[src/rtl/tcc_pkg.sv]
// Shared types and codes for the text console cursor engine
package tcc_pkg;

    typedef enum logic [1:0] {
        KIND_PUT   = 2'd0,
        KIND_MOVE  = 2'd1,
        KIND_CLEAR = 2'd2,
        KIND_READ  = 2'd3
    } kind_t;

    localparam logic [7:0] CH_BS    = 8'h08;
    localparam logic [7:0] CH_TAB   = 8'h09;
    localparam logic [7:0] CH_LF    = 8'h0A;
    localparam logic [7:0] CH_CR    = 8'h0D;
    localparam logic [7:0] CH_SPACE = 8'h20;
    localparam logic [7:0] ATTR_RESET = 8'h0F;

    // Classified command word passed from front to back
    typedef struct packed {
        kind_t       kind;
        logic [7:0]  char_code;
        logic [7:0]  delta_col;
        logic [7:0]  delta_row;
        logic [10:0] cell_index;
    } cmd_t;

endpackage

[src/rtl/tcc_front.sv]
// Command front end: accept words and queue them for the back end
module tcc_front
    import tcc_pkg::*;
(
    input  logic        clk,
    input  logic        rst_n,
    input  logic        start,
    input  logic [1:0]  kind,
    input  logic [7:0]  char_code,
    input  logic [7:0]  delta_col,
    input  logic [7:0]  delta_row,
    input  logic [10:0] cell_index,
    output logic        busy,
    output logic        q_valid,
    output cmd_t        q_cmd,
    input  logic        q_pop
);

    // Two-entry queue
    cmd_t       q_mem_reg [2];
    logic       wr_ptr_reg, wr_ptr_next;
    logic       rd_ptr_reg, rd_ptr_next;
    logic [1:0] count_reg, count_next;
    logic       push;
    cmd_t       in_cmd;

    assign busy = (count_reg == 2'd2);
    assign push = start && !busy;
    assign q_valid = (count_reg != 2'd0);
    assign q_cmd = q_mem_reg[rd_ptr_reg];

    always_comb
    begin
        in_cmd.kind       = kind_t'(kind);
        in_cmd.char_code  = char_code;
        in_cmd.delta_col  = delta_col;
        in_cmd.delta_row  = delta_row;
        in_cmd.cell_index = cell_index;
        wr_ptr_next = push ? ~wr_ptr_reg : wr_ptr_reg;
        rd_ptr_next = q_pop ? ~rd_ptr_reg : rd_ptr_reg;
        count_next  = count_reg + {1'b0, push} - {1'b0, q_pop};
    end

    always_ff @(posedge clk)
    begin
        if (push)
        begin
            q_mem_reg[wr_ptr_reg] <= in_cmd;
        end
    end

    always_ff @(posedge clk or negedge rst_n)
    begin
        if (!rst_n)
        begin
            wr_ptr_reg <= 1'b0;
            rd_ptr_reg <= 1'b0;
            count_reg  <= 2'd0;
        end
        else
        begin
            wr_ptr_reg <= wr_ptr_next;
            rd_ptr_reg <= rd_ptr_next;
            count_reg  <= count_next;
        end
    end

endmodule

[config.mk]
export PLATFORM = sky130hd
export DESIGN_NAME = tcc_front
export DESIGN_NICKNAME = d
export VERILOG_FILES = /design/src/rtl/tcc_pkg.sv /design/src/rtl/tcc_front.sv
export SDC_FILE = /design/constraint.sdc
export NUM_CORES = 1
export LEC_CHECK = 0
export BUFFER_PORTS_ARGS = -buffer_cell sky130_fd_sc_hd__buf_2
export CAP_MARGIN = 20
export CORE_MARGIN = 8
export CORE_UTILIZATION = 45
export DETAILED_ROUTE_END_ITERATION = 6
export PLACE_DENSITY_LB_ADDON = 0.08
export SETUP_SLACK_MARGIN = 0.3
export SKIP_CTS_REPAIR_TIMING = 1
export SYNTH_ARGS = -nofsm -noshare
export SYNTH_HDL_FRONTEND = slang
export SYNTH_SLANG_ARGS = --single-unit
[constraint.sdc]
create_clock -name clk -period 3.9 [get_ports clk]
set_clock_uncertainty 0.05 [all_clocks]
set_input_delay 0.975 -clock clk [delete_from_list [all_inputs] [get_ports clk]]
set_output_delay 0.975 -clock clk [all_outputs]
set_load 0.01 [all_outputs]
==> results.py <==
metrics = {
    "run_status": {
        "status": "finished, final reports clean",
    },
    "route": {
        "wl_um": 4939,
        "ant_nets": 0,
        "routedWlPerCell_um": 16.41,
        "num_vias": 1461,
        "drt-initial-drc-count": 67,
        "drc_errors": 0,
        "drt_pass1_iterations": 4,
        "via_per_inst": 4.854,
    },
    "sta": {
        "rsz0062_at_grt": "no",
        "finalMaxSlewViolations": 0,
        "layout_min_cycle_time_ps": 2984,
        "setup_viol": 0,
        "period_share_pct": 76.51,
        "setup_tns_ps": 0,
        "max-slew-margin-rel_pct": 30.93,
        "timing.fmax_ghz": 0.3351,
        "hold_viol": 0,
        "worst-slew-pin-transition_ps": 1036,
    },
    "clock_tree": {
        "clk_latency_ps": 330,
        "cts_tree": "done",
        "htree_levels": 3,
        "clockRootBuffer": "clkbuf_8",
        "clkTransAtPathRegs_ps": 70,
        "clock_path_buffers": 2,
        "cts_buffers": 9,
        "cts.sinks": 78,
    },
    "synth": {
        "synth_async_sr_flop_share_pct": 5.128,
        "synth_area_um2": 2947,
        "synth_area_leader_cell": "edfxtp_1",
        "yosys_warnings": 0,
        "syn_avg_cell_area_um2": 22.32,
        "synth_top_area_share_pct": 75.41,
        "synthDistinctLibCells": 15,
        "synthTopCellsByCount": "edfxtp_1 (74), mux2_4 (20), mux2_2 (17)",
        "ys_seq_elements": 78,
        "syn_inst": 132,
        "yosysMostFrequentCell": "edfxtp_1",
        "ys.flop_type": "edfxtp_1",
        "synth_seq_area_share_pct": 78.81,
        "synth-edff-count": 74,
        "synthesis.nets": 175,
        "synth_area_leaders": "edfxtp_1 (75%), mux2_4 (10%), mux2_2 (6.5%)",
    },
    "final_layout": {
        "diodes": 0,
        "largest_register_ffs": 74,
        "drive_gt1_share_pct": 59.38,
        "finalNonFillerCells": 301,
        "nets": 262,
        "area_delta_synth_final_pct": 21.19,
    },
    "die": {
        "num_rows": 29,
        "placeableCoreArea_um2": 6350,
        "initial_core_util_pct": 46.40,
        "die-area_um2": 9393,
        "die_h_um": 96.92,
        "die_w_um": 96.92,
        "ios": 80,
    },
    "placed_design": {
        "hpwl_um": 3531,
        "routabilityCongestion": 0.7036,
        "io_buffer_count": 79,
        "dp.cells": 285,
    },
    "worst_setup_path": {
        "path_max_fanout": 38,
        "cp_slowest_cell": "dfrtp_2",
        "cp.required_ps": 2870,
        "endpoint_kind": "output port",
        "path_class": "reg -> out",
        "start_kind": "register",
        "critPathMaxStageDelay_ps": 1050,
        "path_buf_inv": 1,
        "critPathTopFamily": "flip-flops",
        "critPathArrivalTime_ps": 1960,
        "path_cells": "mux2_2, buf_2",
    },
    "global_routing": {
        "antenna_found_initial": 0,
        "grt_pass1_vias": 1700,
        "grt_util_all_layers_pct": 10.88,
        "grt_max_degree": 39,
        "overflow": 0,
        "grt_pass1_wl_um": 7893,
    },
    "pwr": {
        "p_per_area_nw_per_um2": 709.0,
        "max-vdd-ir-drop_v": 0.0003989,
        "p_leak_nw": 1.415,
    },
    "flow_run": {
        "cap_violations": 0,
    },
    "min_path": {
        "hold_class": "in -> async",
    },
}
[logic make-up (layout without fill, tap and decap cells)]
kind of cell | Yosys count | count (layout) | share of synthesized area (%)
xor gates and xnor gates | 4 | 4 | 1.189
muxes | 37 | 37 | 16.69
adders and majority gates | 2 | 2 | 0.8491
buffers and inverters | 6 | 98 | 1.571
DFF | 78 | 78 | 78.81
and+or+nand+nor | 5 | 5 | 0.8919
[metrics by stage]
step	setup WS, ps	power, mW	instance area, um2	util (%)	hold slack (ps)
3_3_place_gp	1253	2.073	3417	53.81	442.5
3_5_place_dp	1214	2.103	3417	53.81	458.9
2_1_floorplan	789.3	1.819	2947	-	410.4
5_1_grt	794.0	2.680	3571	56.24	370.6
6_report	916.2	2.532	3571	56.24	384.8
4_1_cts	841.0	2.584	3571	56.24	363.9
[layout by cell type (no fill, tap or decap), drive strengths merged, types with 2 or more instances in the layout]
cell type  synthesis  layout
xnor2              3       3
clkbuf             0      13
buf                4      80
inv                2       2
mux2              37      37
ha                 2       2
dfrtp              4       4
edfxtp            74      74
clkinv             0       3
[power by group]
| part | internal [mW] | switching (mW) |
|---|---|---|
| sequential | 1.15 | 0.145 |
| combinational | 0.420 | 0.339 |
| clock | 0.229 | 0.250 |
[path summary, 6_finish.rpt]
check / end / start / slack (ps) / cells past startpoint
hold reg to reg: count_reg[0] / count_reg[0] / 470 / 1
max in group asynchronous: rd_ptr_reg / rst_n / 3290 / 1
min in group clk: count_reg[0] / count_reg[0] / 470 / 1
setup / recovery: q_cmd[34] / rd_ptr_reg / 920 / 2
setup reg to reg: q_mem_reg[0][7] / count_reg[1] / 2090 / 4
hold / removal: count_reg[0] / rst_n / 380 / 1
[metal layers]
| layer | track usage (%) | up-vias | part of all wire [%] |
|---|---|---|---|
| met2 | 18.75 | 56 | 52 |
| li1 | - | 689 | - |
| met4 | 6.391 | 0 | 2.2 |
| met1 | 10.64 | 706 | 38 |
| met5 | 0 | - | 0 |
| met3 | 4.623 | 10 | 8.1 |
[layout make-up]
type	count	area, um2
multi-input combinational	48	586.8
inverter	2	7.507
timing repair buffer	80	402.9
fill	506	2779
sequential	78	2323
clock inverter	3	15.01
clock buffer	13	138.9
tap	77	96.34
No activity file was read; power rests on OpenSTA's default activity.
